==> config.mk <==
export PLATFORM = sky130hd
export DESIGN_NAME = round_robin_scheduler_sim
export DESIGN_NICKNAME = d
export VERILOG_FILES = /design/src/rtl/rrs_pkg.sv /design/src/rtl/rrs_ram.sv /design/src/rtl/round_robin_scheduler_sim.sv
export SDC_FILE = /design/constraint.sdc
export NUM_CORES = 2
export LEC_CHECK = 0
export BUFFER_PORTS_ARGS = -buffer_cell sky130_fd_sc_hd__buf_2
export CORE_MARGIN = 1
export CORE_UTILIZATION = 57
export DETAILED_ROUTE_END_ITERATION = 7
export GPL_ROUTABILITY_DRIVEN = 0
export GPL_TIMING_DRIVEN = 0
export PLACE_DENSITY = 0.73
export SYNTH_ARGS = -nofsm -noshare
export SYNTH_HDL_FRONTEND = slang
export SYNTH_SLANG_ARGS = --single-unit
==> constraint.sdc <==
create_clock -name clk_i -period 5 [get_ports clk_i]
set_clock_uncertainty 0.1 [all_clocks]
set_input_delay 0.25 -clock clk_i [delete_from_list [all_inputs] [get_ports clk_i]]
set_output_delay 0.25 -clock clk_i [all_outputs]
set_load 0.05 [all_outputs]
==> src/rtl/rrs_pkg.sv <==
// ----------------------------------------------------------------------------
// rrs_pkg
// Shared types and constants of the round-robin scheduler.
// ----------------------------------------------------------------------------
package rrs_pkg;

  localparam int MaxJobsDef = 32;
  localparam int IdW        = 8;
  localparam int ArrW       = 16;
  localparam int BurstW     = 16;
  localparam int TimeW      = 22;
  localparam int QuantW     = 8;

  localparam logic [QuantW-1:0] QuantumRst = 8'd2;

  typedef struct packed {
    logic [IdW-1:0]    id;
    logic [ArrW-1:0]   arrival;
    logic [BurstW-1:0] burst;
  } job_t;

  localparam int JobW = $bits(job_t);

  typedef enum logic [4:0] {
    ST_IDLE,
    ST_SORT_I,
    ST_SORT_I2,
    ST_SORT_I3,
    ST_SORT_J,
    ST_SORT_J2,
    ST_SORT_J3,
    ST_SORT_END,
    ST_ADM,
    ST_ADM2,
    ST_ADM3,
    ST_MAIN,
    ST_JUMP,
    ST_JUMP2,
    ST_JUMP3,
    ST_POP,
    ST_POP2,
    ST_POP3,
    ST_POST
  } state_e;

endpackage

==> src/rtl/rrs_ram.sv <==
// ----------------------------------------------------------------------------
// rrs_ram
// Generic single-write, single-read RAM with registered read data.
// ----------------------------------------------------------------------------
module rrs_ram #(
  parameter int WIDTH = 8,
  parameter int DEPTH = 32
) (
  input  logic                     clk_i,
  input  logic                     we_i,
  input  logic [$clog2(DEPTH)-1:0] waddr_i,
  input  logic [WIDTH-1:0]         wdata_i,
  input  logic [$clog2(DEPTH)-1:0] raddr_i,
  output logic [WIDTH-1:0]         rdata_o
);

  logic [WIDTH-1:0] mem [DEPTH];
  logic [WIDTH-1:0] rdata_q;

  always_ff @(posedge clk_i) begin
    if (we_i) begin
      mem[waddr_i] <= wdata_i;
    end
    rdata_q <= mem[raddr_i];
  end

  assign rdata_o = rdata_q;

endmodule

==> src/rtl/round_robin_scheduler_sim.sv <==
// ----------------------------------------------------------------------------
// round_robin_scheduler_sim
// Round-robin scheduling engine: job table load, arrival sort, queue run.
// ----------------------------------------------------------------------------
// Jobs load one beat per cycle while in_ready_o is high. The beat with
// last_job set starts a run and in_ready_o stays low until it ends. The run
// first sorts the jobs by (arrival, id) with an exchange sort through the one
// read port of the order and job RAMs, then pops slices off the queue, jumps
// the time over idle gaps to the next arrival and admits arrivals; a result
// beat may wait for out_ready_i. One result beat per job is given in
// completion order, the last one flagged by final_result_o. Beats beyond the
// table capacity are dropped but a last_job mark on them still starts the
// run.
// ----------------------------------------------------------------------------
module round_robin_scheduler_sim
  import rrs_pkg::*;
#(
  parameter int MAX_JOBS = MaxJobsDef
) (
  input  logic              clk_i,
  input  logic              rst_ni,
  input  logic              cfg_valid_i,
  output logic              cfg_ready_o,
  input  logic [QuantW-1:0] cfg_data_i,
  input  logic              in_valid_i,
  output logic              in_ready_o,
  input  logic [IdW-1:0]    job_id_i,
  input  logic [ArrW-1:0]   arrival_time_i,
  input  logic [BurstW-1:0] burst_length_i,
  input  logic              last_job_i,
  output logic              out_valid_o,
  input  logic              out_ready_i,
  output logic [IdW-1:0]    done_id_o,
  output logic [TimeW-1:0]  completion_time_o,
  output logic [TimeW-1:0]  turnaround_time_o,
  output logic [TimeW-1:0]  waiting_time_o,
  output logic              final_result_o
);

  localparam int IW = $clog2(MAX_JOBS);
  localparam int CW = $clog2(MAX_JOBS + 1);
  localparam logic [CW-1:0] MaxCnt  = CW'(MAX_JOBS);
  localparam logic [IW-1:0] LastIdx = IW'(MAX_JOBS - 1);

  state_e state_q, state_d;

  logic [QuantW-1:0] quantum_q;
  logic [CW-1:0]     loaded_q, loaded_d, finished_q, finished_d, next_q, next_d;
  logic [CW-1:0]     i_q, i_d, j_q, j_d, fill_q, fill_d;
  logic [IW-1:0]     head_q, head_d, tail_q, tail_d;
  logic [TimeW-1:0]  time_q, time_d;
  logic [IW-1:0]     best_slot_q, best_slot_d, tmp_slot_q, tmp_slot_d;
  logic [IW-1:0]     cur_slot_q, cur_slot_d;
  job_t              best_job_q, best_job_d, cur_job_q, cur_job_d;
  logic [BurstW-1:0] rem_left_q, rem_left_d;
  logic              post_q, post_d;

  logic              out_valid_q, out_valid_d, final_q, final_d;
  logic [IdW-1:0]    done_id_q, done_id_d;
  logic [TimeW-1:0]  comp_q, comp_d, tat_q, tat_d, wt_q, wt_d;

  logic              tbl_we, rem_we, ord_we, que_we;
  logic [IW-1:0]     tbl_wa, rem_wa, ord_wa, que_wa;
  logic [IW-1:0]     tbl_ra, rem_ra, ord_ra, que_ra;
  job_t              tbl_wd, tbl_rd;
  logic [BurstW-1:0] rem_wd, rem_rd;
  logic [IW-1:0]     ord_wd, ord_rd, que_wd, que_rd;

  logic              in_acc, has_room, ahead, arr_late;
  logic [CW-1:0]     n_load;
  logic [QuantW-1:0] q_eff;
  logic [BurstW-1:0] slice;
  logic [TimeW-1:0]  tat_calc;

  rrs_ram #(.WIDTH(JobW), .DEPTH(MAX_JOBS)) u_tbl (
    .clk_i, .we_i(tbl_we), .waddr_i(tbl_wa), .wdata_i(tbl_wd),
    .raddr_i(tbl_ra), .rdata_o(tbl_rd)
  );
  rrs_ram #(.WIDTH(BurstW), .DEPTH(MAX_JOBS)) u_rem (
    .clk_i, .we_i(rem_we), .waddr_i(rem_wa), .wdata_i(rem_wd),
    .raddr_i(rem_ra), .rdata_o(rem_rd)
  );
  rrs_ram #(.WIDTH(IW), .DEPTH(MAX_JOBS)) u_ord (
    .clk_i, .we_i(ord_we), .waddr_i(ord_wa), .wdata_i(ord_wd),
    .raddr_i(ord_ra), .rdata_o(ord_rd)
  );
  rrs_ram #(.WIDTH(IW), .DEPTH(MAX_JOBS)) u_que (
    .clk_i, .we_i(que_we), .waddr_i(que_wa), .wdata_i(que_wd),
    .raddr_i(que_ra), .rdata_o(que_rd)
  );

  assign cfg_ready_o = 1'b1;
  assign in_ready_o  = (state_q == ST_IDLE);
  assign in_acc      = in_valid_i && in_ready_o;
  assign has_room    = (loaded_q < MaxCnt);
  assign n_load      = has_room ? CW'(loaded_q + 1'b1) : loaded_q;
  assign ahead       = (tbl_rd.arrival < best_job_q.arrival) ||
                       ((tbl_rd.arrival == best_job_q.arrival) &&
                        (tbl_rd.id < best_job_q.id));
  assign arr_late    = ({{(TimeW-ArrW){1'b0}}, tbl_rd.arrival} > time_q);
  assign q_eff       = (quantum_q == '0) ? QuantW'(1) : quantum_q;
  assign slice       = (rem_rd < {{(BurstW-QuantW){1'b0}}, q_eff}) ? rem_rd :
                       {{(BurstW-QuantW){1'b0}}, q_eff};
  assign tat_calc    = time_q - {{(TimeW-ArrW){1'b0}}, cur_job_q.arrival};

  // next state
  always_comb begin
    state_d = state_q;
    case (state_q)
      ST_IDLE: begin
        if (in_acc && last_job_i) begin
          state_d = (n_load >= CW'(2)) ? ST_SORT_I : ST_ADM;
        end
      end
      ST_SORT_I:  state_d = ST_SORT_I2;
      ST_SORT_I2: state_d = ST_SORT_I3;
      ST_SORT_I3: state_d = ST_SORT_J;
      ST_SORT_J:  state_d = ST_SORT_J2;
      ST_SORT_J2: state_d = ST_SORT_J3;
      ST_SORT_J3: begin
        state_d = (CW'(j_q + 1'b1) == loaded_q) ? ST_SORT_END : ST_SORT_J;
      end
      ST_SORT_END: begin
        state_d = (CW'(i_q + 2'd2) < loaded_q) ? ST_SORT_I : ST_ADM;
      end
      ST_ADM: begin
        if (next_q < loaded_q) begin
          state_d = ST_ADM2;
        end else begin
          state_d = post_q ? ST_POST : ST_MAIN;
        end
      end
      ST_ADM2: state_d = ST_ADM3;
      ST_ADM3: begin
        if (arr_late) begin
          state_d = post_q ? ST_POST : ST_MAIN;
        end else begin
          state_d = ST_ADM;
        end
      end
      ST_MAIN: begin
        if (finished_q == loaded_q) begin
          state_d = ST_IDLE;
        end else if (fill_q != '0) begin
          state_d = ST_POP;
        end else if (next_q < loaded_q) begin
          state_d = ST_JUMP;
        end else begin
          state_d = ST_IDLE;
        end
      end
      ST_JUMP:  state_d = ST_JUMP2;
      ST_JUMP2: state_d = ST_JUMP3;
      ST_JUMP3: state_d = ST_ADM;
      ST_POP:   state_d = ST_POP2;
      ST_POP2:  state_d = ST_POP3;
      ST_POP3:  state_d = ST_ADM;
      ST_POST: begin
        if (rem_left_q != '0 || !out_valid_q || out_ready_i) begin
          state_d = ST_MAIN;
        end
      end
      default: state_d = ST_IDLE;
    endcase
  end

  // datapath and memory control
  always_comb begin
    loaded_d    = loaded_q;
    finished_d  = finished_q;
    next_d      = next_q;
    i_d         = i_q;
    j_d         = j_q;
    fill_d      = fill_q;
    head_d      = head_q;
    tail_d      = tail_q;
    time_d      = time_q;
    best_slot_d = best_slot_q;
    best_job_d  = best_job_q;
    tmp_slot_d  = tmp_slot_q;
    cur_slot_d  = cur_slot_q;
    cur_job_d   = cur_job_q;
    rem_left_d  = rem_left_q;
    post_d      = post_q;
    out_valid_d = out_valid_q && !out_ready_i;
    done_id_d   = done_id_q;
    comp_d      = comp_q;
    tat_d       = tat_q;
    wt_d        = wt_q;
    final_d     = final_q;

    tbl_we = 1'b0;
    tbl_wa = loaded_q[IW-1:0];
    tbl_wd = '{id: job_id_i, arrival: arrival_time_i, burst: burst_length_i};
    tbl_ra = tmp_slot_q;
    rem_we = 1'b0;
    rem_wa = loaded_q[IW-1:0];
    rem_wd = burst_length_i;
    rem_ra = que_rd;
    ord_we = 1'b0;
    ord_wa = loaded_q[IW-1:0];
    ord_wd = loaded_q[IW-1:0];
    ord_ra = next_q[IW-1:0];
    que_we = 1'b0;
    que_wa = tail_q;
    que_wd = tmp_slot_q;
    que_ra = head_q;

    case (state_q)
      ST_IDLE: begin
        if (in_acc) begin
          if (has_room) begin
            tbl_we   = 1'b1;
            rem_we   = 1'b1;
            ord_we   = 1'b1;
            loaded_d = n_load;
          end
          i_d    = '0;
          next_d = '0;
          time_d = '0;
          post_d = 1'b0;
        end
      end
      ST_SORT_I: ord_ra = i_q[IW-1:0];
      ST_SORT_I2: begin
        best_slot_d = ord_rd;
        tbl_ra      = ord_rd;
      end
      ST_SORT_I3: begin
        best_job_d = tbl_rd;
        j_d        = CW'(i_q + 1'b1);
      end
      ST_SORT_J: ord_ra = j_q[IW-1:0];
      ST_SORT_J2: begin
        tmp_slot_d = ord_rd;
        tbl_ra     = ord_rd;
      end
      ST_SORT_J3: begin
        if (ahead) begin
          ord_we      = 1'b1;
          ord_wa      = j_q[IW-1:0];
          ord_wd      = best_slot_q;
          best_slot_d = tmp_slot_q;
          best_job_d  = tbl_rd;
        end
        j_d = CW'(j_q + 1'b1);
      end
      ST_SORT_END: begin
        ord_we = 1'b1;
        ord_wa = i_q[IW-1:0];
        ord_wd = best_slot_q;
        i_d    = CW'(i_q + 1'b1);
      end
      ST_ADM2, ST_JUMP2: begin
        tmp_slot_d = ord_rd;
        tbl_ra     = ord_rd;
      end
      ST_ADM3: begin
        if (!arr_late) begin
          que_we = 1'b1;
          tail_d = (tail_q == LastIdx) ? '0 : IW'(tail_q + 1'b1);
          fill_d = CW'(fill_q + 1'b1);
          next_d = CW'(next_q + 1'b1);
        end
      end
      ST_MAIN: begin
        if (finished_q == loaded_q || (fill_q == '0 && next_q >= loaded_q)) begin
          loaded_d   = '0;
          finished_d = '0;
          fill_d     = '0;
          head_d     = '0;
          tail_d     = '0;
        end
      end
      ST_JUMP3: begin
        time_d = {{(TimeW-ArrW){1'b0}}, tbl_rd.arrival};
        post_d = 1'b0;
      end
      ST_POP: begin
        que_ra = head_q;
        head_d = (head_q == LastIdx) ? '0 : IW'(head_q + 1'b1);
        fill_d = CW'(fill_q - 1'b1);
      end
      ST_POP2: begin
        cur_slot_d = que_rd;
        tbl_ra     = que_rd;
        rem_ra     = que_rd;
      end
      ST_POP3: begin
        cur_job_d  = tbl_rd;
        time_d     = time_q + {{(TimeW-BurstW){1'b0}}, slice};
        rem_left_d = rem_rd - slice;
        rem_we     = 1'b1;
        rem_wa     = cur_slot_q;
        rem_wd     = rem_rd - slice;
        post_d     = 1'b1;
      end
      ST_POST: begin
        if (rem_left_q != '0) begin
          que_we = 1'b1;
          que_wd = cur_slot_q;
          tail_d = (tail_q == LastIdx) ? '0 : IW'(tail_q + 1'b1);
          fill_d = CW'(fill_q + 1'b1);
        end else if (!out_valid_q || out_ready_i) begin
          out_valid_d = 1'b1;
          done_id_d   = cur_job_q.id;
          comp_d      = time_q;
          tat_d       = tat_calc;
          wt_d        = tat_calc - {{(TimeW-BurstW){1'b0}}, cur_job_q.burst};
          final_d     = (CW'(finished_q + 1'b1) == loaded_q);
          finished_d  = CW'(finished_q + 1'b1);
        end
      end
      default: ;
    endcase
  end

  always_ff @(posedge clk_i or negedge rst_ni) begin
    if (!rst_ni) begin
      state_q     <= ST_IDLE;
      quantum_q   <= QuantumRst;
      loaded_q    <= '0;
      finished_q  <= '0;
      next_q      <= '0;
      fill_q      <= '0;
      head_q      <= '0;
      tail_q      <= '0;
      time_q      <= '0;
      post_q      <= 1'b0;
      out_valid_q <= 1'b0;
    end else begin
      state_q     <= state_d;
      if (cfg_valid_i) begin
        quantum_q <= cfg_data_i;
      end
      loaded_q    <= loaded_d;
      finished_q  <= finished_d;
      next_q      <= next_d;
      fill_q      <= fill_d;
      head_q      <= head_d;
      tail_q      <= tail_d;
      time_q      <= time_d;
      post_q      <= post_d;
      out_valid_q <= out_valid_d;
    end
  end

  always_ff @(posedge clk_i) begin
    i_q         <= i_d;
    j_q         <= j_d;
    best_slot_q <= best_slot_d;
    best_job_q  <= best_job_d;
    tmp_slot_q  <= tmp_slot_d;
    cur_slot_q  <= cur_slot_d;
    cur_job_q   <= cur_job_d;
    rem_left_q  <= rem_left_d;
    done_id_q   <= done_id_d;
    comp_q      <= comp_d;
    tat_q       <= tat_d;
    wt_q        <= wt_d;
    final_q     <= final_d;
  end

  assign out_valid_o       = out_valid_q;
  assign done_id_o         = done_id_q;
  assign completion_time_o = comp_q;
  assign turnaround_time_o = tat_q;
  assign waiting_time_o    = wt_q;
  assign final_result_o    = final_q;

  a_idle_clean: assert property (@(posedge clk_i) disable iff (!rst_ni)
    state_q == ST_IDLE |-> fill_q == '0 && finished_q == '0)
    else $error("queue or finish count left over at idle");

  a_fill_bound: assert property (@(posedge clk_i) disable iff (!rst_ni)
    fill_q <= loaded_q)
    else $error("queue fill exceeds loaded jobs");

  a_next_bound: assert property (@(posedge clk_i) disable iff (!rst_ni)
    state_q != ST_IDLE |-> next_q <= loaded_q && finished_q <= loaded_q)
    else $error("admit or finish count beyond loaded jobs");

  a_final_end: assert property (@(posedge clk_i) disable iff (!rst_ni)
    $rose(out_valid_q) && final_q |=> state_q == ST_IDLE || state_q == ST_MAIN)
    else $error("run continues after final result");

endmodule

==> summary.txt <==
Finish
  – Non-Filler Instances: around 9500
  – Nets: approximately 7200
  – Fraction of layout cells with a size suffix above 1: roughly 14%
  – Area growth from synthesis to layout: 14.2%
  – Most common cell after layout, fill and taps aside: edfxtp_1
  – Layout Utilization: approximately two thirds
  – Most frequent cells in the layout: 2294 x edfxtp_1, 1343 x nand2_1, 294 x clkbuf_1

Worst setup path
  – Critical Path Sink Type: flip-flop
  – CP Launch Point: state_q[0]
  – Max FO, Critical Path: 10
  – R2R Setup Slk: -0.08 ns
  – Critical-path cell list: clkbuf_1 > or4b_1 > o21ai_1 > and2_1 > buf_2 > a221o_1 > buf_2 > and3_2 > clkbuf_1 > a21boi_0 > nor4_1
  – R2R depth: 11
  – Origin of the critical flop-to-flop path: state_q[0]
  – Startpoint Class: flip-flop
  – Crit path to: u_tbl.rdata_o[17]
  – CP Class: reg2reg
  – CP max stage cell: a21boi_0
  – Crit path DAT: about 5.7 ns
  – Max incr delay on CP: 0.61 ns
  – R2R Path End: u_tbl.rdata_o[17]
  – WP data required: roughly 5.6 ns

Run
  – Max Cap Viol: 0

Synthesis
  – Post-synth top flop: edfxtp_1
  – Async SR Flop Fraction: approximately 3%
  – FF+latch count, synth: 2431
  – Post-Syn Instances: approximately 6500
  – Biggest area consumer among synthesized cells: edfxtp_1
  – Netlist Area Pre-Place: slightly below 100000 sq um
  – Post-synth cell types: 84
  – Number of flops mapped to enable cells by yosys: 2294
  – Yosys warning count: 0
  – Avg Inst Size Synth: ~15 sq um
  – Sequential element share of the synthesized area: ~73%
  – Synth area leaders: edfxtp_1 70%, nand2_1 5.2%, mux4_2 4.8%
  – Post-synth top area share: between 70% and 80%

Global routing
  – First-pass GRT wire length: 381000 microns
  – Tot GR Track Use: 30.1%
  – Initial antenna violation count: 13
  – Vias in the first global route: ~58000
  – Pin count of the biggest net entering global routing: between 60 and 70
  – GR Overflow Total: 0

Floorplan
  – Die Wd: ~420 microns
  – Die area: approximately 170000 sq um
  – Die Span Y: approximately 420 microns
  – I/O pin cnt: roughly 130
  – Core area: around 170000 sq um
  – Initial Utilization: between 50 and 60%
  – # rows: roughly 150

Timing
  – Final worst slack: -0.0788 ns
  – Fmax: a little under 200 MHz
  – RSZ-0062 raised after global routing: true
  – Final hold violation count: 0
  – Fin Hold WS: between 0.15 and 0.2 ns
  – Crit share post-route: 102%
  – Slew @ Worst Pin: approximately 1.4 ns
  – Max-slew violations: 0
  – Slew margin rel.: 9.47%
  – Minimum clock period: 5.08 ns
  – Setup-failing EPs final: between 100 and 150

CTS
  – Clk slew on worst S/H paths: about 0.060 ns
  – CTS Buffer Depth: 3
  – Clock Tree Root: clkbuf_16
  – CTS tree: done
  – Clock Latency Late Sink: roughly 0.90 ns
  – Total CTS buffers: between 200 and 250
  – Clock Sinks: roughly 2400
  – H-tree depth: 4

Hold path
  – Tightest Hold Check Type: in2reg
  – Hold_sp: out_ready_i

Pwr
  – Clock power frac: 25.9%
  – Net Sw Frac: a little under two fifths
  – Comb pwr share: between 30% and 40%
  – Sw Pwr: around 25 mW
  – P per Cell Area: 591 nW/um^2
  – Int Pwr: roughly 40 mW
  – Sequential power share: 36.5%
  – Leak: approximately 38 nW
  – VDD IR-drop max: 0.440 mV

Drt
  – Vias: around 60000
  – Detailed-route wire length: about 270000 microns
  – Initial drt markers: between 8000 and 9000
  – WL/cell: ~28 microns
  – Post-DR vias/cell: roughly 6.4
  – DRT Pass-1 Iters: 8
  – Post-route DRC: 0
  – Antenna viol nets, final: 0

Outcome
  – Status: finished, violations left
  – Failing checks: setup timing

Placed design
  – Post-Place Cells: 8903
  – Hpwl dp: 170000 microns
  – Buffers on Ports: between 100 and 150
[state kept, by name (all words and copies together) (netlist names), 8 cells and up]
name and count:
time_q 22, u_rem.rdata_o 16, u_rem.mem 512, done_id_o 8
best_job_q 24, u_tbl.rdata_o 40, turnaround_time_o 22, quantum_q 8
waiting_time_o 22, u_que.mem 160, rem_left_q 16, u_tbl.mem 1280
u_ord.mem 160, completion_time_o 22, cur_job_q 40
[how the worst min path moves through the flow]
| stage | endpoint | slack [ns] | cells after the start |
|---|---|---|---|
| after floorplan | fill_q[0] | -0.15 | 0 |
| after global placement | cur_job_q[13] | 0.29 | 0 |
| after detailed placement | quantum_q[0] | 0.005 | 1 |
| after CTS | out_valid_o | 0.12 | 4 |
| after global routing | out_valid_o | 0.16 | 4 |
| final | out_valid_o | 0.19 | 4 |
[final cells by class]
type / count / area [sq um]
Clock buffer: 294 / 6060
Antenna cell: 3 / 7.51
Inverter: 123 / 464
Timing Repair Buffer: 280 / 2520
Sequential cell: 2431 / 72000
Buffer: 345 / 1400
Clock inverter: 139 / 1350
Multi-Input combinational cell: 3623 / 25300
Fill cell: 11300 / 58200
Tap cell: 2218 / 2780
[layer usage]
| metal | GRT usage, % | wire length (microns) | up-vias |
|---|---|---|---|
| li1 | - | - | 25900 |
| met1 | 42.0 | 99700 | 29900 |
| met2 | 45.5 | 121000 | 4038 |
| met3 | 6.79 | 31800 | 623 |
| met4 | 14.0 | 12900 | 16 |
| met5 | 0 | 121 | - |
[power groups by stage]
| stage | registers (mW) | clock network (mW) | logic, mW |
|---|---|---|---|
| 6_report | 24.1 | 17.1 | 24.9 |
| 4_1_cts | 24.1 | 17.1 | 23.8 |
| 3_3_place_gp | 24.5 | 0 | 22.5 |
| 5_1_grt | 24.1 | 17.9 | 26.1 |
| 2_1_floorplan | 24.2 | 0 | 14.2 |
| 3_5_place_dp | 24.5 | 0 | 23.1 |
[kinds of logic after synthesis]
logic type	after synthesis	share of synthesized area [%]
flip-flops	2431	73.5
AND/OR/NAND/NOR	2218	9.86
AO/OA/AOI/OAI	752	5.33
buffers and inverters	469	1.86
multiplexers	393	6.76
adder cells (fa/ha/maj)	140	1.83
XOR/XNOR	98	0.876
other	2	0.00767
[what timing repair did]
| action | CTS | global route |
|---|---|---|
| gates resized for setup | 65 | 84 |
| buffers inserted | 20 | 18 |
| cloned | 4 | 9 |
| endpoints found under the hold margin | 1373 | 0 |
| pin swaps | 11 | 24 |
| hold buffers | 69 | 0 |
| endpoints found under the setup margin | 626 | 781 |
[synthesized netlist by cell type, types with 51 or more instances]
master	instances
ha_1	135
a21oi_1	75
and3_1	154
mux4_2	210
xnor2_1	51
buf_1	52
nor4_1	58
nand2_1	1350
a31oi_1	151
nor2_1	219
clkbuf_1	251
nand3_1	237
nand4_1	57
mux2i_1	137
inv_1	121
dfrtp_1	70
a32oi_1	122
o21ai_0	125
dfxtp_1	66
edfxtp_1	2294
[metrics by stage]
stage	setup WS (ns)	power (mW)	cell area [sq um]	setup TNS [ns]
2_1_floorplan	0.000126	38.3	98100	0
3_3_place_gp	-3.16	47.0	102000	-1554.63
3_5_place_dp	-1.40	47.6	103000	-289.68
4_1_cts	0.0129	65.0	111000	0
5_1_grt	-0.218	68.1	112000	-34.97
6_report	-0.0788	66.1	112000	-3.25
[critical path, delay by kind of cell, from the launching register on]
kind | cells | cell delay, ns
buf+inv | 4 | 1.42
simple gates | 4 | 1.59
flops | 1 | 0.36
compound gates | 3 | 1.39
Power figures use the tool's default switching activity.
